**config.mk**
```make
export PLATFORM = sky130hd
export DESIGN_NAME = toml_number_token_parser_core_flat
export DESIGN_NICKNAME = d
export VERILOG_FILES = /design/src/design/tnp_pkg.sv /design/src/design/tnp_if.sv /design/src/design/tnp_front.sv /design/src/design/tnp_queue.sv /design/src/design/tnp_back.sv /design/src/design/toml_number_token_parser_core.sv /design/src/flat_wrapper.sv
export SDC_FILE = /design/constraint.sdc
export NUM_CORES = 1
export LEC_CHECK = 0
export BUFFER_PORTS_ARGS = -buffer_cell sky130_fd_sc_hd__buf_2
export CORE_AREA = 2 2 280 282
export DETAILED_ROUTE_END_ITERATION = 7
export DIE_AREA = 0 0 282 284
export PLACE_DENSITY = 0.57
export SYNTH_ARGS = -nofsm -noshare
export SYNTH_HDL_FRONTEND = slang
export SYNTH_SLANG_ARGS = --single-unit
```
**constraint.sdc**
```tcl
create_clock -name clk -period 10.89 [get_ports clk]
set_input_delay 1.089 -clock clk [delete_from_list [all_inputs] [get_ports clk]]
set_output_delay 1.089 -clock clk [all_outputs]
set_load 0.05 [all_outputs]
```
**src/design/tnp_pkg.sv**
```systemverilog
// Package for the number token parser: character codes, radix, kind and error codes,
// the queue item type and the digit classifier.
// No dependencies.
`default_nettype none

package tnp_pkg;

	// Characters the parser looks at
	localparam logic [7:0] CH_ZERO  = 8'h30; // '0'
	localparam logic [7:0] CH_NINE  = 8'h39; // '9'
	localparam logic [7:0] CH_LA    = 8'h61; // 'a'
	localparam logic [7:0] CH_LF    = 8'h66; // 'f'
	localparam logic [7:0] CH_UA    = 8'h41; // 'A'
	localparam logic [7:0] CH_UF    = 8'h46; // 'F'
	localparam logic [7:0] CH_LE    = 8'h65; // 'e'
	localparam logic [7:0] CH_UE    = 8'h45; // 'E'
	localparam logic [7:0] CH_UNDER = 8'h5F; // '_'
	localparam logic [7:0] CH_DOT   = 8'h2E; // '.'
	localparam logic [7:0] CH_PLUS  = 8'h2B; // '+'
	localparam logic [7:0] CH_MINUS = 8'h2D; // '-'
	localparam logic [7:0] CH_LX    = 8'h78; // 'x'
	localparam logic [7:0] CH_LB    = 8'h62; // 'b'
	localparam logic [7:0] CH_LO    = 8'h6F; // 'o'
	localparam logic [7:0] CH_LI    = 8'h69; // 'i'
	localparam logic [7:0] CH_LN    = 8'h6E; // 'n'

	// Radix codes
	localparam logic [1:0] RADIX_DEC = 2'd0;
	localparam logic [1:0] RADIX_HEX = 2'd1;
	localparam logic [1:0] RADIX_BIN = 2'd2;
	localparam logic [1:0] RADIX_OCT = 2'd3;

	// Whole-token special spellings
	localparam logic [1:0] SPEC_NONE = 2'd0;
	localparam logic [1:0] SPEC_PINF = 2'd1;
	localparam logic [1:0] SPEC_NINF = 2'd2;
	localparam logic [1:0] SPEC_NAN  = 2'd3;

	// Result kinds
	localparam logic [2:0] KIND_INT32 = 3'd0;
	localparam logic [2:0] KIND_INT64 = 3'd1;
	localparam logic [2:0] KIND_FLOAT = 3'd2;
	localparam logic [2:0] KIND_PINF  = 3'd3;
	localparam logic [2:0] KIND_NINF  = 3'd4;
	localparam logic [2:0] KIND_NAN   = 3'd5;
	localparam logic [2:0] KIND_ERROR = 3'd6;

	// Error codes
	localparam logic [3:0] ERR_NONE         = 4'd0;
	localparam logic [3:0] ERR_LEAD_US      = 4'd1;
	localparam logic [3:0] ERR_US_NO_DIGIT  = 4'd2;
	localparam logic [3:0] ERR_LEAD_DOT     = 4'd3;
	localparam logic [3:0] ERR_DOT_NO_DIGIT = 4'd4;
	localparam logic [3:0] ERR_E_NO_DIGIT   = 4'd5;
	localparam logic [3:0] ERR_TRAIL_US     = 4'd6;
	localparam logic [3:0] ERR_TRAIL_DOT    = 4'd7;
	localparam logic [3:0] ERR_TRAIL_EXP    = 4'd8;
	localparam logic [3:0] ERR_FLT_ZERO     = 4'd9;
	localparam logic [3:0] ERR_FLT_SGN_ZERO = 4'd10;
	localparam logic [3:0] ERR_INT_ZERO     = 4'd11;
	localparam logic [3:0] ERR_INT_SGN_ZERO = 4'd12;
	localparam logic [3:0] ERR_BAD_INT      = 4'd13;
	localparam logic [3:0] ERR_NEG_PREFIX   = 4'd14;

	// One classified character on its way from front to back
	typedef struct packed {
		logic [7:0] char_code;
		logic       last_char;
		logic [1:0] radix;
		logic       restart;   // prefix seen: clear number state before this char
		logic       dig_ok;    // char is a digit in radix
		logic [3:0] dig_val;
		logic [1:0] special;   // inf/nan spelling, valid on last_char
	} tnp_item_t;

	function automatic logic is_dec_digit(input logic [7:0] c);
		return (c >= CH_ZERO) && (c <= CH_NINE);
	endfunction

	// {ok, value} of c as a digit in the given radix
	function automatic logic [4:0] digit_of(input logic [7:0] c, input logic [1:0] radix);
		logic [4:0] d;
		logic       ok;
		d  = 5'd31;
		ok = 1'b0;
		if (is_dec_digit(c)) begin
			d = {1'b0, 4'(c - CH_ZERO)};
		end else if (c >= CH_LA && c <= CH_LF) begin
			d = 5'(c - CH_LA) + 5'd10;
		end else if (c >= CH_UA && c <= CH_UF) begin
			d = 5'(c - CH_UA) + 5'd10;
		end
		case (radix)
			RADIX_HEX: ok = (d < 5'd16);
			RADIX_BIN: ok = (d < 5'd2);
			RADIX_OCT: ok = (d < 5'd8);
			default:   ok = (d < 5'd10);
		endcase
		return {ok, d[3:0]};
	endfunction

endpackage

`default_nettype wire

```
**src/design/tnp_if.sv**
```systemverilog
// Stream interfaces of the number token parser: the character channel and the result channel.
// Depends on nothing; widths are the fixed field widths.
`default_nettype none

interface tnp_char_if;
	logic       valid;
	logic       ready;
	logic [7:0] char_code;
	logic       last_char;
	modport source (output valid, output char_code, output last_char, input ready);
	modport sink (input valid, input char_code, input last_char, output ready);
endinterface

interface tnp_result_if;
	logic               valid;
	logic               ready;
	logic [2:0]         value_kind;
	logic signed [63:0] int_value;
	logic [3:0]         error_code;
	modport source (output valid, output value_kind, output int_value, output error_code,
		input ready);
	modport sink (input valid, input value_kind, input int_value, input error_code,
		output ready);
endinterface

`default_nettype wire

```
**src/design/tnp_front.sv**
```systemverilog
// Front end: tracks token position, head characters and radix prefix, and classifies each char.
// Depends on tnp_pkg.
`default_nettype none

module tnp_front
	import tnp_pkg::*;
(
	input  wire logic       clk,
	input  wire logic       arst_n,
	input  wire logic [7:0] char_code,
	input  wire logic       last_char,
	input  wire logic       accept,
	output tnp_item_t       item
);

	logic [2:0]  cnt_q, cnt_n;   // saturates at 5
	logic [23:0] head_q, head_n;
	logic [7:0]  fourth_q, fourth_n;
	logic [1:0]  radix_q, radix_eff, new_radix;
	logic        restart;
	logic [4:0]  dig;
	logic        head_inf, head_nan, tail_inf, tail_nan;
	logic [1:0]  special;

	always_comb begin
		restart = (cnt_q == 3'd2) && (head_q[7:0] == CH_ZERO) &&
			(head_q[15:8] == CH_LX || head_q[15:8] == CH_LB || head_q[15:8] == CH_LO);
		if (head_q[15:8] == CH_LX) begin
			new_radix = RADIX_HEX;
		end else if (head_q[15:8] == CH_LB) begin
			new_radix = RADIX_BIN;
		end else begin
			new_radix = RADIX_OCT;
		end
		radix_eff = restart ? new_radix : radix_q;

		head_n   = head_q;
		fourth_n = fourth_q;
		case (cnt_q)
			3'd0:    head_n[7:0]   = char_code;
			3'd1:    head_n[15:8]  = char_code;
			3'd2:    head_n[23:16] = char_code;
			3'd3:    fourth_n      = char_code;
			default: ;
		endcase
		cnt_n = (cnt_q == 3'd5) ? cnt_q : cnt_q + 3'd1;

		head_inf = head_n[7:0] == CH_LI && head_n[15:8] == CH_LN && head_n[23:16] == CH_LF;
		head_nan = head_n[7:0] == CH_LN && head_n[15:8] == CH_LA && head_n[23:16] == CH_LN;
		tail_inf = head_n[15:8] == CH_LI && head_n[23:16] == CH_LN && fourth_n == CH_LF;
		tail_nan = head_n[15:8] == CH_LN && head_n[23:16] == CH_LA && fourth_n == CH_LN;

		if (cnt_n == 3'd4 && head_n[7:0] == CH_MINUS && tail_inf) begin
			special = SPEC_NINF;
		end else if ((cnt_n == 3'd3 && head_inf) ||
			(cnt_n == 3'd4 && head_n[7:0] == CH_PLUS && tail_inf)) begin
			special = SPEC_PINF;
		end else if ((cnt_n == 3'd3 && head_nan) ||
			(cnt_n == 3'd4 && (head_n[7:0] == CH_PLUS || head_n[7:0] == CH_MINUS) &&
			tail_nan)) begin
			special = SPEC_NAN;
		end else begin
			special = SPEC_NONE;
		end

		dig = digit_of(char_code, radix_eff);

		item.char_code = char_code;
		item.last_char = last_char;
		item.radix     = radix_eff;
		item.restart   = restart;
		item.dig_ok    = dig[4];
		item.dig_val   = dig[3:0];
		item.special   = special;
	end

	always_ff @(posedge clk or negedge arst_n) begin
		if (!arst_n) begin
			cnt_q    <= '0;
			head_q   <= '0;
			fourth_q <= '0;
			radix_q  <= RADIX_DEC;
		end else if (accept) begin
			if (last_char) begin
				cnt_q    <= '0;
				head_q   <= '0;
				fourth_q <= '0;
				radix_q  <= RADIX_DEC;
			end else begin
				cnt_q    <= cnt_n;
				head_q   <= head_n;
				fourth_q <= fourth_n;
				radix_q  <= radix_eff;
			end
		end
	end

endmodule

`default_nettype wire

```
**src/design/tnp_queue.sv**
```systemverilog
// Short register queue of classified characters between front and back.
// Depends on tnp_pkg.
`default_nettype none

module tnp_queue
	import tnp_pkg::*;
#(
	parameter int DEPTH = 2
) (
	input  wire logic       clk,
	input  wire logic       arst_n,
	input  wire logic       push_valid,
	output logic            push_ready,
	input  wire tnp_item_t  push_item,
	output logic            pop_valid,
	input  wire logic       pop_ready,
	output tnp_item_t       pop_item
);

	localparam int PW = (DEPTH > 1) ? $clog2(DEPTH) : 1;
	localparam int CW = $clog2(DEPTH + 1);

	tnp_item_t       mem_q [DEPTH];
	logic [PW-1:0]   wr_ptr_q, rd_ptr_q;
	logic [CW-1:0]   count_q;
	logic            do_push, do_pop;

	assign push_ready = (count_q != CW'(DEPTH));
	assign pop_valid  = (count_q != '0);
	assign pop_item   = mem_q[rd_ptr_q];
	assign do_push    = push_valid && push_ready;
	assign do_pop     = pop_valid && pop_ready;

	always_ff @(posedge clk) begin
		if (do_push) begin
			mem_q[wr_ptr_q] <= push_item;
		end
	end

	always_ff @(posedge clk or negedge arst_n) begin
		if (!arst_n) begin
			wr_ptr_q <= '0;
			rd_ptr_q <= '0;
			count_q  <= '0;
		end else begin
			if (do_push) begin
				wr_ptr_q <= (wr_ptr_q == PW'(DEPTH - 1)) ? '0 : wr_ptr_q + PW'(1);
			end
			if (do_pop) begin
				rd_ptr_q <= (rd_ptr_q == PW'(DEPTH - 1)) ? '0 : rd_ptr_q + PW'(1);
			end
			if (do_push && !do_pop) begin
				count_q <= count_q + CW'(1);
			end else if (do_pop && !do_push) begin
				count_q <= count_q - CW'(1);
			end
		end
	end

endmodule

`default_nettype wire

```
**src/design/tnp_back.sv**
```systemverilog
// Back end: applies the per-character rules and accumulates the integer, then holds the final
// token state in a result stage and derives kind, value and error code from it. Uses tnp_pkg.
`default_nettype none

module tnp_back
	import tnp_pkg::*;
(
	input  wire logic          clk,
	input  wire logic          arst_n,
	input  wire logic          pop_valid,
	output logic               pop_ready,
	input  wire tnp_item_t     item,
	output logic               res_valid,
	input  wire logic          res_ready,
	output logic [2:0]         value_kind,
	output logic signed [63:0] int_value,
	output logic [3:0]         error_code
);

	typedef struct packed {
		logic [23:0] kh;
		logic [1:0]  kc;
		logic [3:0]  ptrail;
		logic [63:0] acc;
		logic        neg;
		logic        frac;
		logic        ovf;
		logic [3:0]  ferr;
		logic        dec;
		logic [1:0]  special;
	} tnp_final_t;

	// number state; kc saturates at 3
	logic [23:0] kh_q, e_kh, n_kh;
	logic [1:0]  kc_q, e_kc, n_kc;
	logic        pnone_q, e_pnone, n_pnone;
	logic        pdig_q, e_pdig, n_pdig;
	logic [3:0]  ptrail_q, e_ptrail, n_ptrail;
	logic [63:0] acc_q, e_acc, n_acc;
	logic        neg_q, e_neg, n_neg;
	logic        frac_q, e_frac, n_frac;
	logic        ovf_q, e_ovf, n_ovf;
	logic [3:0]  ferr_q, e_ferr, n_ferr;

	logic        do_keep, set_prev, fin_free, do_pop;
	logic [7:0]  c;
	logic [67:0] scaled, sum;
	logic        sum_big;

	tnp_final_t  fin_s2;
	logic        fin_vld_s2;

	assign fin_free  = !fin_vld_s2 || res_ready;
	assign pop_ready = !item.last_char || fin_free;
	assign do_pop    = pop_valid && pop_ready;
	assign c         = item.char_code;

	always_comb begin
		if (item.restart) begin
			e_kh = '0; e_kc = '0; e_pnone = 1'b1; e_pdig = 1'b0; e_ptrail = ERR_NONE;
			e_acc = '0; e_neg = 1'b0; e_frac = 1'b0; e_ovf = 1'b0; e_ferr = ERR_NONE;
		end else begin
			e_kh = kh_q; e_kc = kc_q; e_pnone = pnone_q; e_pdig = pdig_q; e_ptrail = ptrail_q;
			e_acc = acc_q; e_neg = neg_q; e_frac = frac_q; e_ovf = ovf_q; e_ferr = ferr_q;
		end

		case (item.radix)
			RADIX_HEX: scaled = {e_acc, 4'b0};
			RADIX_BIN: scaled = {3'b0, e_acc, 1'b0};
			RADIX_OCT: scaled = {1'b0, e_acc, 3'b0};
			default:   scaled = {1'b0, e_acc, 3'b0} + {3'b0, e_acc, 1'b0};
		endcase
		sum     = scaled + {64'b0, item.dig_val};
		sum_big = (sum[67:64] != 4'b0) || (sum[63] && (sum[62:0] != 63'b0));

		n_kh = e_kh; n_kc = e_kc; n_pnone = e_pnone; n_pdig = e_pdig; n_ptrail = e_ptrail;
		n_acc = e_acc; n_neg = e_neg; n_frac = e_frac; n_ovf = e_ovf; n_ferr = e_ferr;

		do_keep  = 1'b0;
		set_prev = 1'b0;
		if (e_ferr == ERR_NONE) begin
			if (c == CH_UNDER) begin
				if (e_pnone) begin
					n_ferr = ERR_LEAD_US;
				end else if (!e_pdig) begin
					n_ferr = ERR_US_NO_DIGIT;
				end else begin
					set_prev = 1'b1;
				end
			end else if (c == CH_DOT) begin
				if (e_pnone) begin
					n_ferr = ERR_LEAD_DOT;
				end else if (!e_pdig) begin
					n_ferr = ERR_DOT_NO_DIGIT;
				end else begin
					do_keep  = 1'b1;
					set_prev = 1'b1;
				end
			end else if (c == CH_LE) begin
				if (item.radix != RADIX_HEX && !e_pdig) begin
					n_ferr = ERR_E_NO_DIGIT;
				end else begin
					do_keep  = 1'b1;
					set_prev = 1'b1;
				end
			end else begin
				do_keep  = 1'b1;
				set_prev = 1'b1;
			end
		end

		if (do_keep) begin
			case (e_kc)
				2'd0:    n_kh[7:0]   = c;
				2'd1:    n_kh[15:8]  = c;
				2'd2:    n_kh[23:16] = c;
				default: ;
			endcase
			if (c == CH_DOT || c == CH_LE || c == CH_UE) begin
				n_frac = 1'b1;
			end
			if (e_kc == 2'd0 && (c == CH_PLUS || c == CH_MINUS)) begin
				n_neg = (c == CH_MINUS);
			end else if (!item.dig_ok) begin
				n_ovf = 1'b1;
			end else if (!e_ovf) begin
				if (sum_big) begin
					n_ovf = 1'b1;
				end else begin
					n_acc = sum[63:0];
				end
			end
			n_kc = (e_kc == 2'd3) ? e_kc : e_kc + 2'd1;
		end

		if (set_prev) begin
			n_pnone = 1'b0;
			n_pdig  = item.dig_ok;
			if (c == CH_UNDER) begin
				n_ptrail = ERR_TRAIL_US;
			end else if (c == CH_DOT) begin
				n_ptrail = ERR_TRAIL_DOT;
			end else if (c == CH_LE || c == CH_UE || c == CH_MINUS || c == CH_PLUS) begin
				n_ptrail = ERR_TRAIL_EXP;
			end else begin
				n_ptrail = ERR_NONE;
			end
		end
	end

	always_ff @(posedge clk or negedge arst_n) begin
		if (!arst_n) begin
			kh_q <= '0; kc_q <= '0; pnone_q <= 1'b1; pdig_q <= 1'b0; ptrail_q <= ERR_NONE;
			acc_q <= '0; neg_q <= 1'b0; frac_q <= 1'b0; ovf_q <= 1'b0; ferr_q <= ERR_NONE;
		end else if (do_pop) begin
			if (item.last_char) begin
				kh_q <= '0; kc_q <= '0; pnone_q <= 1'b1; pdig_q <= 1'b0; ptrail_q <= ERR_NONE;
				acc_q <= '0; neg_q <= 1'b0; frac_q <= 1'b0; ovf_q <= 1'b0; ferr_q <= ERR_NONE;
			end else begin
				kh_q <= n_kh; kc_q <= n_kc; pnone_q <= n_pnone; pdig_q <= n_pdig;
				ptrail_q <= n_ptrail; acc_q <= n_acc; neg_q <= n_neg; frac_q <= n_frac;
				ovf_q <= n_ovf; ferr_q <= n_ferr;
			end
		end
	end

	always_ff @(posedge clk or negedge arst_n) begin
		if (!arst_n) begin
			fin_vld_s2 <= 1'b0;
		end else if (fin_free) begin
			fin_vld_s2 <= do_pop && item.last_char;
		end
	end

	always_ff @(posedge clk) begin
		if (fin_free && do_pop && item.last_char) begin
			fin_s2.kh      <= n_kh;
			fin_s2.kc      <= n_kc;
			fin_s2.ptrail  <= n_pnone ? ERR_NONE : n_ptrail;
			fin_s2.acc     <= n_acc;
			fin_s2.neg     <= n_neg;
			fin_s2.frac    <= n_frac;
			fin_s2.ovf     <= n_ovf;
			fin_s2.ferr    <= n_ferr;
			fin_s2.dec     <= (item.radix == RADIX_DEC);
			fin_s2.special <= item.special;
		end
	end

	// result decode from the held final state
	logic [7:0] kh0, kh1, kh2;
	logic       zero_digit, sign_zero, has_sign, float_ok;
	logic [3:0] fe;

	assign kh0 = fin_s2.kh[7:0];
	assign kh1 = fin_s2.kh[15:8];
	assign kh2 = fin_s2.kh[23:16];
	assign zero_digit = (kh0 == CH_ZERO) && is_dec_digit(kh1);
	assign sign_zero  = (kh0 == CH_MINUS || kh0 == CH_PLUS) && (kh1 == CH_ZERO) &&
		is_dec_digit(kh2);
	assign has_sign   = (fin_s2.kc != 2'd0) && (kh0 == CH_PLUS || kh0 == CH_MINUS);

	always_comb begin
		value_kind = KIND_ERROR;
		int_value  = '0;
		error_code = ERR_NONE;
		fe         = fin_s2.ferr;
		float_ok   = 1'b0;
		case (fin_s2.special)
			SPEC_PINF: value_kind = KIND_PINF;
			SPEC_NINF: value_kind = KIND_NINF;
			SPEC_NAN:  value_kind = KIND_NAN;
			default: begin
				if (fe == ERR_NONE) begin
					fe = fin_s2.ptrail;
				end
				if (fe == ERR_NONE && fin_s2.dec && fin_s2.frac) begin
					if (fin_s2.kc > 2'd1 && zero_digit) begin
						fe = ERR_FLT_ZERO;
					end else if (fin_s2.kc > 2'd2 && sign_zero) begin
						fe = ERR_FLT_SGN_ZERO;
					end else begin
						float_ok = 1'b1;
					end
				end
				if (float_ok) begin
					value_kind = KIND_FLOAT;
				end else begin
					if (fe == ERR_NONE && fin_s2.dec) begin
						if (fin_s2.kc > 2'd1 && kh0 == CH_ZERO) begin
							fe = ERR_INT_ZERO;
						end else if (fin_s2.kc > 2'd2 && sign_zero) begin
							fe = ERR_INT_SGN_ZERO;
						end
					end
					if (fe == ERR_NONE) begin
						if (fin_s2.ovf || fin_s2.kc <= {1'b0, has_sign} ||
							(!fin_s2.neg && fin_s2.acc[63])) begin
							fe = ERR_BAD_INT;
						end else if (fin_s2.neg && fin_s2.acc != 64'b0 && !fin_s2.dec) begin
							fe = ERR_NEG_PREFIX;
						end
					end
					if (fe != ERR_NONE) begin
						value_kind = KIND_ERROR;
						error_code = fe;
					end else if (fin_s2.neg) begin
						int_value  = -$signed(fin_s2.acc);
						value_kind = (fin_s2.acc[63:32] == 32'b0 &&
							(!fin_s2.acc[31] || fin_s2.acc[30:0] == 31'b0)) ?
							KIND_INT32 : KIND_INT64;
					end else begin
						int_value  = $signed(fin_s2.acc);
						value_kind = (fin_s2.acc[63:31] == 33'b0) ? KIND_INT32 : KIND_INT64;
					end
				end
			end
		endcase
	end

	assign res_valid = fin_vld_s2;

endmodule

`default_nettype wire

```
**src/design/toml_number_token_parser_core.sv**
```systemverilog
// Number token parser. A token's result word is registered in the result stage once its last char
// has passed the queue and the back while that stage is free. Throughput: one char per cycle, set by
// the accumulator shift-add loop in the back, unless a last char waits for the result stage to free.
// Chars are accepted while the front queue has room, also while a result waits to be taken.
// Reset: arst_n clears token state, the queue and the result stage at once; no clearing pass.
// Depends on tnp_pkg, tnp_if, tnp_front, tnp_queue and tnp_back.
`default_nettype none

module toml_number_token_parser_core
	import tnp_pkg::*;
#(
	parameter int QUEUE_DEPTH = 2
) (
	input  wire logic      clk,
	input  wire logic      arst_n,
	tnp_char_if.sink       chars,
	tnp_result_if.source   results
);

	// front to queue
	tnp_item_t front_item;
	logic      push_ready;
	logic      accept;

	// queue to back
	tnp_item_t back_item;
	logic      pop_valid;
	logic      pop_ready;

	// Take a char whenever the queue has room; the front classifies it in the same cycle.
	assign chars.ready = push_ready;
	assign accept      = chars.valid && push_ready;

	tnp_front u_front (
		.clk       (clk),
		.arst_n    (arst_n),
		.char_code (chars.char_code),
		.last_char (chars.last_char),
		.accept    (accept),
		.item      (front_item)
	);

	// Decouple the front from the back so a stalled result never blocks char intake at once.
	tnp_queue #(
		.DEPTH (QUEUE_DEPTH)
	) u_queue (
		.clk        (clk),
		.arst_n     (arst_n),
		.push_valid (chars.valid),
		.push_ready (push_ready),
		.push_item  (front_item),
		.pop_valid  (pop_valid),
		.pop_ready  (pop_ready),
		.pop_item   (back_item)
	);

	// Apply the char rules, accumulate, and hold the final token state for the result.
	tnp_back u_back (
		.clk        (clk),
		.arst_n     (arst_n),
		.pop_valid  (pop_valid),
		.pop_ready  (pop_ready),
		.item       (back_item),
		.res_valid  (results.valid),
		.res_ready  (results.ready),
		.value_kind (results.value_kind),
		.int_value  (results.int_value),
		.error_code (results.error_code)
	);

`ifndef SYNTHESIS
	// Error kind and nonzero error code go together.
	a_err_code: assert property (@(posedge clk) disable iff (!arst_n)
		results.valid |-> ((results.value_kind == KIND_ERROR) == (results.error_code != ERR_NONE)))
		else $error("error kind and error code disagree");

	// Only integer kinds carry a value.
	a_value_zero: assert property (@(posedge clk) disable iff (!arst_n)
		(results.valid && results.value_kind != KIND_INT32 && results.value_kind != KIND_INT64)
		|-> (results.int_value == 64'sd0))
		else $error("non-integer result carries a value");

	// A 32-bit kind fits in 32 signed bits.
	a_int32_range: assert property (@(posedge clk) disable iff (!arst_n)
		(results.valid && results.value_kind == KIND_INT32)
		|-> (results.int_value[63:31] == 33'b0 || results.int_value[63:31] == {33{1'b1}}))
		else $error("int32 result out of range");
`endif

endmodule

`default_nettype wire
```
**src/flat_wrapper.sv**
```systemverilog
// flat-port wrapper written by rule: the top's interface ports become plain ports
module toml_number_token_parser_core_flat import tnp_pkg::*;
#(
	parameter int QUEUE_DEPTH = 2
)
  (clk, arst_n, chars_valid, chars_char_code, chars_last_char, chars_ready, results_valid, results_value_kind, results_int_value, results_error_code, results_ready);
  tnp_char_if chars_i ();
  tnp_result_if results_i ();
  input  wire logic clk;
  input  wire logic arst_n;
  input wire logic [$bits(chars_i.valid)-1:0] chars_valid;
  input wire logic [$bits(chars_i.char_code)-1:0] chars_char_code;
  input wire logic [$bits(chars_i.last_char)-1:0] chars_last_char;
  output wire logic [$bits(chars_i.ready)-1:0] chars_ready;
  output wire logic [$bits(results_i.valid)-1:0] results_valid;
  output wire logic [$bits(results_i.value_kind)-1:0] results_value_kind;
  output wire logic [$bits(results_i.int_value)-1:0] results_int_value;
  output wire logic [$bits(results_i.error_code)-1:0] results_error_code;
  input wire logic [$bits(results_i.ready)-1:0] results_ready;
  assign chars_i.valid = chars_valid;
  assign chars_i.char_code = chars_char_code;
  assign chars_i.last_char = chars_last_char;
  assign chars_ready = chars_i.ready;
  assign results_valid = results_i.valid;
  assign results_value_kind = results_i.value_kind;
  assign results_int_value = results_i.int_value;
  assign results_error_code = results_i.error_code;
  assign results_i.ready = results_ready;
  toml_number_token_parser_core #(.QUEUE_DEPTH(QUEUE_DEPTH)) u_core (.clk(clk), .arst_n(arst_n), .chars(chars_i), .results(results_i));
endmodule
```
==> results of run 1 <==
==> worst reg2reg max path, delay by kind of cell, from the launching register on <==
kind / cells / cell delay [ns]
buf+inv: 3 / 0.92
compound gates: 5 / 1.27
fa+ha+maj: 2 / 0.72
mux: 2 / 0.91
xor+xnor: 1 / 0.19
flops: 1 / 0.32
simple gates: 10 / 4.55
==> layout make-up <==
type | count | share of cell area
Tap cell | 1040 | 0.0450
Sequential cell | 285 | 0.271
Timing Repair Buffer | 156 | 0.0342
Clock inverter | 17 | 0.00873
Inverter | 82 | 0.0106
Antenna cell | 1 | 0.0000865
Clock buffer | 32 | 0.0243
Multi-Input combinational cell | 2725 | 0.606
==> power by group <==
part	switching, uW	total [uW]	internal (uW)
sequential	403	2010	1600
clock	431	1040	606
combinational	2820	4050	1230
total	3650	7090	3440
==> cell usage in the layout, fill, tap and decap left out, drive strengths merged, types with 38 or more instances in the layout <==
master / n
nand3: 158
nor3: 102
nor2: 285
edfxtp: 141
xor2: 94
or3: 38
a32o: 55
nand2b: 49
dfrtp: 143
a21oi: 220
o21ai: 270
a211oi: 42
buf: 156
a22o: 83
xnor2: 90
and2: 41
inv: 82
nor4: 57
a21o: 38
nand4: 64
mux2i: 45
nand2: 309
==> per-stage QoR <==
| stage | std cells | worst slack (ns) |
|---|---|---|
| final | 4338 | 1.87 |
| after detailed placement | 4288 | 2.05 |
| after global routing | 4337 | 1.22 |
| after floorplan | 3358 | 2.61 |
| after global placement | 4288 | 2.27 |
| after CTS | 4337 | 2.04 |
==> cell usage after synthesis, types with 27 or more instances <==
| cell type | count |
|---|---|
| sky130_fd_sc_hd__a211oi_1 | 36 |
| sky130_fd_sc_hd__a21o_1 | 38 |
| sky130_fd_sc_hd__a21oi_1 | 219 |
| sky130_fd_sc_hd__a22o_1 | 83 |
| sky130_fd_sc_hd__a22oi_1 | 33 |
| sky130_fd_sc_hd__a32o_1 | 55 |
| sky130_fd_sc_hd__and2_1 | 39 |
| sky130_fd_sc_hd__and3_1 | 35 |
| sky130_fd_sc_hd__buf_2 | 53 |
| sky130_fd_sc_hd__clkbuf_1 | 174 |
| sky130_fd_sc_hd__dfrtp_1 | 143 |
| sky130_fd_sc_hd__edfxtp_1 | 141 |
| sky130_fd_sc_hd__ha_1 | 35 |
| sky130_fd_sc_hd__inv_1 | 81 |
| sky130_fd_sc_hd__mux2i_1 | 44 |
| sky130_fd_sc_hd__nand2_1 | 309 |
| sky130_fd_sc_hd__nand2b_1 | 49 |
| sky130_fd_sc_hd__nand3_1 | 157 |
| sky130_fd_sc_hd__nand3b_1 | 27 |
| sky130_fd_sc_hd__nand4_1 | 63 |
| sky130_fd_sc_hd__nor2_1 | 284 |
| sky130_fd_sc_hd__nor3_1 | 101 |
| sky130_fd_sc_hd__nor4_1 | 52 |
| sky130_fd_sc_hd__o21ai_0 | 229 |
| sky130_fd_sc_hd__o21ai_1 | 40 |
| sky130_fd_sc_hd__o22ai_1 | 29 |
| sky130_fd_sc_hd__o31ai_1 | 31 |
| sky130_fd_sc_hd__or3_1 | 38 |
| sky130_fd_sc_hd__xnor2_1 | 90 |
| sky130_fd_sc_hd__xor2_1 | 94 |
==> metal layers <==
| layer | part of all wire | wire, microns | vias up |
|---|---|---|---|
| met5 | 0 | 0 | - |
| met4 | 0.042 | 4340 | 0 |
| met3 | 0.071 | 7250 | 230 |
| met2 | 0.45 | 45500 | 1172 |
| met1 | 0.44 | 45100 | 13200 |
| li1 | - | - | 12600 |
==> state kept, by name, summed over array words and instances (netlist names), 2 cells and up <==
signal,cells
u_core.u_front.radix_q,2
u_core.u_front.cnt_q,3
u_core.u_back.acc_q,64
u_core.u_back.kc_q,2
u_core.u_front.head_q,24
u_core.u_back.ptrail_q,4
u_core.u_queue.mem_q,38
u_core.u_front.fourth_q,8
u_core.u_queue.count_q,2
u_core.u_back.fin_s2,103
u_core.u_back.kh_q,23
u_core.u_back.ferr_q,4
==> worst min path at each step <==
stage	startpoint	end	slack (ns)	cells past startpoint
floorplan	u_core.u_front.head_q[15]$_DFFE_PN0P_	u_core.u_front.head_q[15]$_DFFE_PN0P_	0.44	2
global placement	u_core.u_front.head_q[20]$_DFFE_PN0P_	u_core.u_front.head_q[20]$_DFFE_PN0P_	0.46	2
detailed placement	u_core.u_front.head_q[5]$_DFFE_PN0P_	u_core.u_front.head_q[5]$_DFFE_PN0P_	0.47	2
CTS	arst_n	u_core.u_front.cnt_q[1]$_DFFE_PN0P_	0.45	1
global route	arst_n	u_core.u_front.cnt_q[1]$_DFFE_PN0P_	0.47	1
finish	arst_n	u_core.u_front.cnt_q[1]$_DFFE_PN0P_	0.45	1
==> logic make-up (layout without fill, tap and decap cells) <==
| kind of cell | Yosys count | after routing | synth area share |
|---|---|---|---|
| muxes | 67 | 67 | 0.0263 |
| other | 0 | 1 | 0 |
| buffers and inverters | 348 | 287 | 0.0543 |
| DFF | 285 | 285 | 0.293 |
| AOI/OAI and AO/OA | 1104 | 1104 | 0.288 |
| and+or+nand+nor | 1330 | 1330 | 0.259 |
| adders and majority gates | 40 | 40 | 0.0186 |
| xor gates and xnor gates | 184 | 184 | 0.0603 |
==> reports/results.txt, run 1 <==
The flow ran to the end, and the final reports show no timing, DRC or antenna violations. Entering global routing, the biggest net connects 90 pins. The first global-routing pass estimated 156,000 microns of wire. The proportion of synthesized chip area in sequential cells was 0.293. met2 is the most crowded layer. Tracing the worst setup path back leads to its startpoint at u_core.u_queue.rd_ptr_q$_DFFE_PN0P_.

The worst-case IR drop observed on VDD is 0.000175 V. The logic depth of the worst register-to-register path is 23, and the placed standard-cell area is 28,000 sq um. Wires add up to 102,000 microns. The post-cts hold buffer count is 0. In this run the worst path has a maximum fanout of 72. The core area is 77,000 sq um. For the HPWL after detailed placement, the log shows 75,500 microns. The endpoint identified for the worst register-to-register timing path is u_core.u_back.fin_s2[31]$_DFFE_PP_.

The share of the synthesized area in the top cell type was 0.158. Global routing usage on met3: 0.0285. The post-CTS setup-driven buffer insertion count was 0. Most frequently used flop master after synthesis: sky130_fd_sc_hd__dfrtp_1. A synthesized cell averages 7.96 sq um. During placement, the flow inserted port buffers numbering 85. The async set or reset register ratio after synthesis was 0.505.

For the final-report setup violation count, the log shows 0. The setup check on the worst reg-to-reg path leaves a slack of 1.87 ns. For the final routed database, the setup TNS stands at 0 ns.

The area growth from synthesis to layout is 8.24%. The aggregate global-route resource usage was 0.247; the number of synthesized register bits was 285. The logs give 1 for the maximum level of the CTS H-tree and 3,326 for the layout net count. No sink is reached through more buffers than the 3 on the longest clock path. Across all hold checks on the routed design, the worst slack comes to 0.449 ns. The tree is rooted in a sky130_fd_sc_hd__clkbuf_16.

The tools report the cell area after synthesis as 26,700 sq um. Sorting the synthesized cells by area gives the leading types as sky130_fd_sc_hd__edfxtp_1 (16%), sky130_fd_sc_hd__dfrtp_1 (13%), sky130_fd_sc_hd__nand2_1 (4.3%). The height of the die is 284 microns, and the delay of the slowest critical-path stage is 1.02 ns. The path length in cells of the critical path works out to 23. TritonCTS built the clock tree. Combined buffer and inverter count along the critical path: 3. Grouping stages by cell kind, the critical path spends the most delay in simple AND/OR/NAND/NOR gates.

The multi-input combinational cells in the finished layout cover a total of 17,500 sq um. The run gives 24,900 as the via count of the first global-routing pass. The length of the first detailed-routing pass in iterations was 6. The worst setup path is launched from a flip-flop. The critical path ends at u_core.u_back.fin_s2[31]$_DFFE_PP_.

The tools report the total number of vias as 27,200. The largest clock skew in the final design is 0.0200 ns, and the count of standard-cell rows is 102. The count of final hold-check violations was 0; the final critical-path required period was 9.02 ns. The total count of max-transition violations in the final report came out at 0. The full die area is 80,100 sq um.

Post-CTS repair changed the size of 0 cells. The post-synthesis cell count is 3,358, and the count of maximum capacitance violations is 0. The count of nets left with antenna violations after detail routing was 0; the first-iteration detailed-routing DRC count was 2,914. For this run, the top clock speed supported by timing is 111 MHz. The filler cell count in the final layout is 7,945.

The fraction of the core area covered by cells at the end of the flow was 0.376. The starting utilization of the core area was 0.347; the power per unit of standard cell area was 245 nW/um^2. The total overflow left after global routing is 0. Setup repair after global routing left no endpoint under its margin.

Global routing usage on met2: 0.385. The class of the tightest hold or removal check is primary input to async pin. The endpoint kind of the worst setup timing path was a flip-flop. In the routed layout, each cell is associated on average with a via count of 6.27. The number of nets in the synthesized netlist is 3,407. The number of antenna violations at the first check in global routing was 2; the placer's final routability congestion estimate was 0.988. The startpoint of the most critical register-to-register path is u_core.u_queue.rd_ptr_q$_DFFE_PN0P_.

During synthesis, Yosys emitted a total of 0 warnings. The ratio of cells with drive above 1 in the final layout works out to 0.0946. The remaining max-slew budget at the tightest pin is 0.127. The number of synthesized flops with an enable pin was 141; the arrival time reported for the critical path endpoint was 9.42 ns. The sequential cells in the finished layout cover a total of 7840 sq um. The logs give 0.0104 uW for the leakage power total and 0 for the total DRC errors in the routed layout. Clock-pin slew on the worst setup and hold paths: 0.07 ns. For the cell area after layout, the log shows 28,900 sq um. The clock reaches the later pin of the worst-skew pair after 0.56 ns. During I/O placement, the number of pins put on the boundary was 86.

In the final routed layout, each cell accounts on average for 23.6 microns. On the critical path, the stage with the largest delay is an instance of sky130_fd_sc_hd__nor4b_2. The clock net in this run drives a total of 285 sinks.

Measured along the x axis, the die boundary spans 282 microns. Counting the buffers created by CTS gives 27. The share of the cycle needed by the critical path after routing is 0.829. The signal on the critical path passes through buf_4 > mux2i_4 > nand2_1 > inv_1 > ha_1 > ha_1 > a21oi_1 > a22o_1 > or4_1 > nand4_1 > a211oi_1 > a211oi_2 > nor4b_2 > nand3_2 > nor4_4 > nand2_1 > nor3_1 > xnor2_1 > or4b_4 > o41ai_4 > and2_4 > buf_12 > mux2i_1.

The logs give 11.29 ns for the data required time at the worst endpoint and 115 for the post-synthesis cell type count. The setup path with the least slack is of type flip-flop to flip-flop. Transition time at the pin with the least slew margin: 1.29 ns.

Met1 usage in global routing: 0.350. The biggest area contributor in the post-synthesis netlist is sky130_fd_sc_hd__edfxtp_1. For the final total power, the log shows 7090 uW.
Power figures use the tool's default switching activity.
==> run 2: changes to the inputs <==
PLACE_DENSITY = 0.58   (was 0.57)
clock period = 7.8 ns   (was 10.89 ns; I/O delays follow)
==> reports/results.txt, run 2 (same netlist as run 1, synthesis figures left out) <==
The run finished with clean final reports. Before antenna repair, the detailed router went through 6 iterations. Total I/O pin count: 86. Filler cell count in the final layout: 7,930. The total count of max-transition violations in the final report was 0; the setup slack of the worst register-to-register path was 0.39 ns.

The most flop-heavy register is u_core.u_back.fin_s2. For the largest net degree at the start of global routing, the log shows 83. The library cell used as clock root buffer was sky130_fd_sc_hd__clkbuf_16. The first-iteration detailed-routing DRC count is 3,315, and the clock-pin slew on the worst setup and hold paths is 0.07 ns. Derived from the worst setup path, the maximum achievable clock frequency is 135 MHz. The power per unit of standard cell area works out to 340 nW/um^2.

In this run the critical register-to-register path is launched from u_core.u_queue.rd_ptr_q$_DFFE_PN0P_. The number of antenna violations at the first check in global routing is 1, and the share of the cycle needed by the critical path after routing is 0.950. Per-cell via count in the routed design: 6.34.

The aggregate global-route resource usage was 0.255. For the worst setup path, the data arrival time is 7.84 ns. Measured in cells, the most critical reg-to-reg path has a length of 22. The sort of element at the start of the critical path is a flip-flop. By startpoint and endpoint, the worst setup path is classified as flip-flop to flip-flop. The remaining max-slew budget at the tightest pin is 0.234.

The detailed router placed 28,000 vias in this run. The clock passes through at most 3 buffers. Maximum level of the CTS H-tree: 1. In the final layout, the registers with the most flip-flops are u_core.u_back.fin_s2 (103), u_core.u_back.acc_q (64), u_core.u_queue.mem_q (38). In this run the tool buffered the top-level ports with 85 buffer cells. The fraction of the core area covered by cells at the end of the flow came out at 0.382. Data required time at the worst endpoint: 8.23 ns. The full die area is 80,100 sq um, and the starting utilization of the core area is 0.347. Leaving out fill and tap cells, the most frequent cell in the layout is sky130_fd_sc_hd__nand2_1. The wire-length estimate of the detail-placed layout is 78,900 microns. VDD sags by at most 0.000232 V. The ratio of cells with drive above 1 in the final layout is 0.112, and the leakage power total is 0.0107 uW. The tools report the area occupied by registers as 7840 sq um. The reg-to-reg critical path endpoint is u_core.u_back.fin_s2[28]$_DFFE_PP_.

The congestion estimate from routability-driven global placement came to 1.03. For this run the aggregate overflow at the end of global routing stands at 0. The number of setup buffers added after CTS is 0. The final critical-path required period is 7.41 ns.

The worst setup path is captured at a flip-flop. Setup repair after global routing left no endpoint under its margin. The tools report the count of final hold-check violations as 0. After routing the design area is 29,400 sq um.

Once placement finished, the instance area stood at 28,500 sq um. The post-route setup TNS is 0 ns. The logs give 0 for the final-report setup violation count and 0.0211 ns for the largest clock skew in the final design. For the via count of the first global-routing pass, the log shows 25,600. The tools report the post-cts hold buffer count as 0.

At the end of the flow, the number of nets in the layout was 3,396. The combined area of the multi-input logic cells was 17,500 sq um. The number of sinks on the clock net is 285. Setup slack closes at 0.393 ns. The die width is 282 microns, and the count of standard-cell rows is 102.

The first global-routing pass estimated 160,000 microns of wire. TritonCTS built the clock tree. The top fanout value on the critical path works out to 74. The area growth from synthesis to layout is 10.0%.

The core area was 77,000 sq um. The tools report the clock network latency to the later pin of the worst-skew pair as 0.57 ns. The register with the most flip-flops in the layout has 103 of them. The number of clock buffers inserted by TritonCTS is 27, and the count of instances resized after the clock tree is built is 0. The min-delay analysis places its worst path in the category primary input to async pin. The tools report the count of maximum capacitance violations as 0. The setup slack at placement came out at 0.551 ns. The library cells used most frequently in the layout, excluding fill and tap cells, are sky130_fd_sc_hd__nand2_1 (309), sky130_fd_sc_hd__nor2_1 (281), sky130_fd_sc_hd__o21ai_0 (227). The floorplan step set the die height to 284 microns. The transition time at the pin with the least slew margin is 1.14 ns. After detailed routing, the number of remaining DRC violations is 0. The wire length after detailed routing was 105,000 microns.

In the final routed layout, each cell accounts on average for 23.9 microns. The detail route stage leaves a number of antenna-violating nets equal to 0.
run 2: worst max-delay path by stage:
stage	startpoint	slack, ns	cells past startpoint	to
3_3_place_gp	u_core.u_queue.rd_ptr_q$_DFFE_PN0P_	0.61	22	u_core.u_back.fin_s2[47]$_DFFE_PP_
3_5_place_dp	u_core.u_queue.rd_ptr_q$_DFFE_PN0P_	0.55	22	u_core.u_back.fin_s2[45]$_DFFE_PP_
6_report	u_core.u_queue.rd_ptr_q$_DFFE_PN0P_	0.39	22	u_core.u_back.fin_s2[28]$_DFFE_PP_
5_1_grt	u_core.u_queue.rd_ptr_q$_DFFE_PN0P_	0.06	23	u_core.u_back.fin_s2[45]$_DFFE_PP_
2_1_floorplan	u_core.u_queue.rd_ptr_q$_DFFE_PN0P_	0.005	33	u_core.u_back.fin_s2[55]$_DFFE_PP_
4_1_cts	u_core.u_queue.rd_ptr_q$_DFFE_PN0P_	0.49	22	u_core.u_back.fin_s2[45]$_DFFE_PP_
run 2: layout make-up:
class,count,share of cell area
clock inverter,14,0.00506
antenna,2,0.000170
multi-input combinational,2725,0.596
tap,1040,0.0442
clock buffer,35,0.0243
sequential,285,0.266
inverter,82,0.0105
timing repair buffer,226,0.0528
run 2: routing by layer:
layer	GRT usage	wire, microns
met1	0.358	45600
met2	0.396	46500
met3	0.0376	8450
met4	0.0920	4790
met5	0	0
run 2: power breakdown:
part / leakage [uW] / internal, uW / switching (uW)
Sequential: 0.00332 / 2240 / 582
Combinational: 0.00697 / 1880 / 3970
Clock: 0.000419 / 747 / 595
Total: 0.0107 / 4860 / 5150
run 2: critical path, cell delays in order (launching register included):
cell,delay (ns)
sky130_fd_sc_hd__dfrtp_1,0.44
sky130_fd_sc_hd__mux2i_4,0.35
sky130_fd_sc_hd__buf_12,0.32
sky130_fd_sc_hd__nand2_1,0.27
sky130_fd_sc_hd__inv_1,0.14
sky130_fd_sc_hd__ha_1,0.26
sky130_fd_sc_hd__inv_1,0.17
sky130_fd_sc_hd__nor3_1,0.38
sky130_fd_sc_hd__nand3_1,0.30
sky130_fd_sc_hd__a2111o_1,0.44
sky130_fd_sc_hd__a32oi_1,0.40
sky130_fd_sc_hd__o41ai_1,0.24
sky130_fd_sc_hd__a311o_1,0.48
sky130_fd_sc_hd__and2_1,0.22
sky130_fd_sc_hd__nand3_1,0.12
sky130_fd_sc_hd__buf_4,0.18
sky130_fd_sc_hd__nor3_2,0.06
sky130_fd_sc_hd__xnor2_1,0.20
sky130_fd_sc_hd__or4b_4,0.55
sky130_fd_sc_hd__o41ai_4,0.53
sky130_fd_sc_hd__and2_4,0.44
sky130_fd_sc_hd__buf_12,0.33
sky130_fd_sc_hd__a22o_1,0.23
run 2: stage by stage:
stage,total power (uW),instances,hold WS [ns]
after floorplan,6620,3358,0.441
after global placement,8530,4358,0.459
after detailed placement,8520,4358,0.465
after CTS,9890,4407,0.300
after global routing,10600,4408,0.324
final,10000,4409,0.241
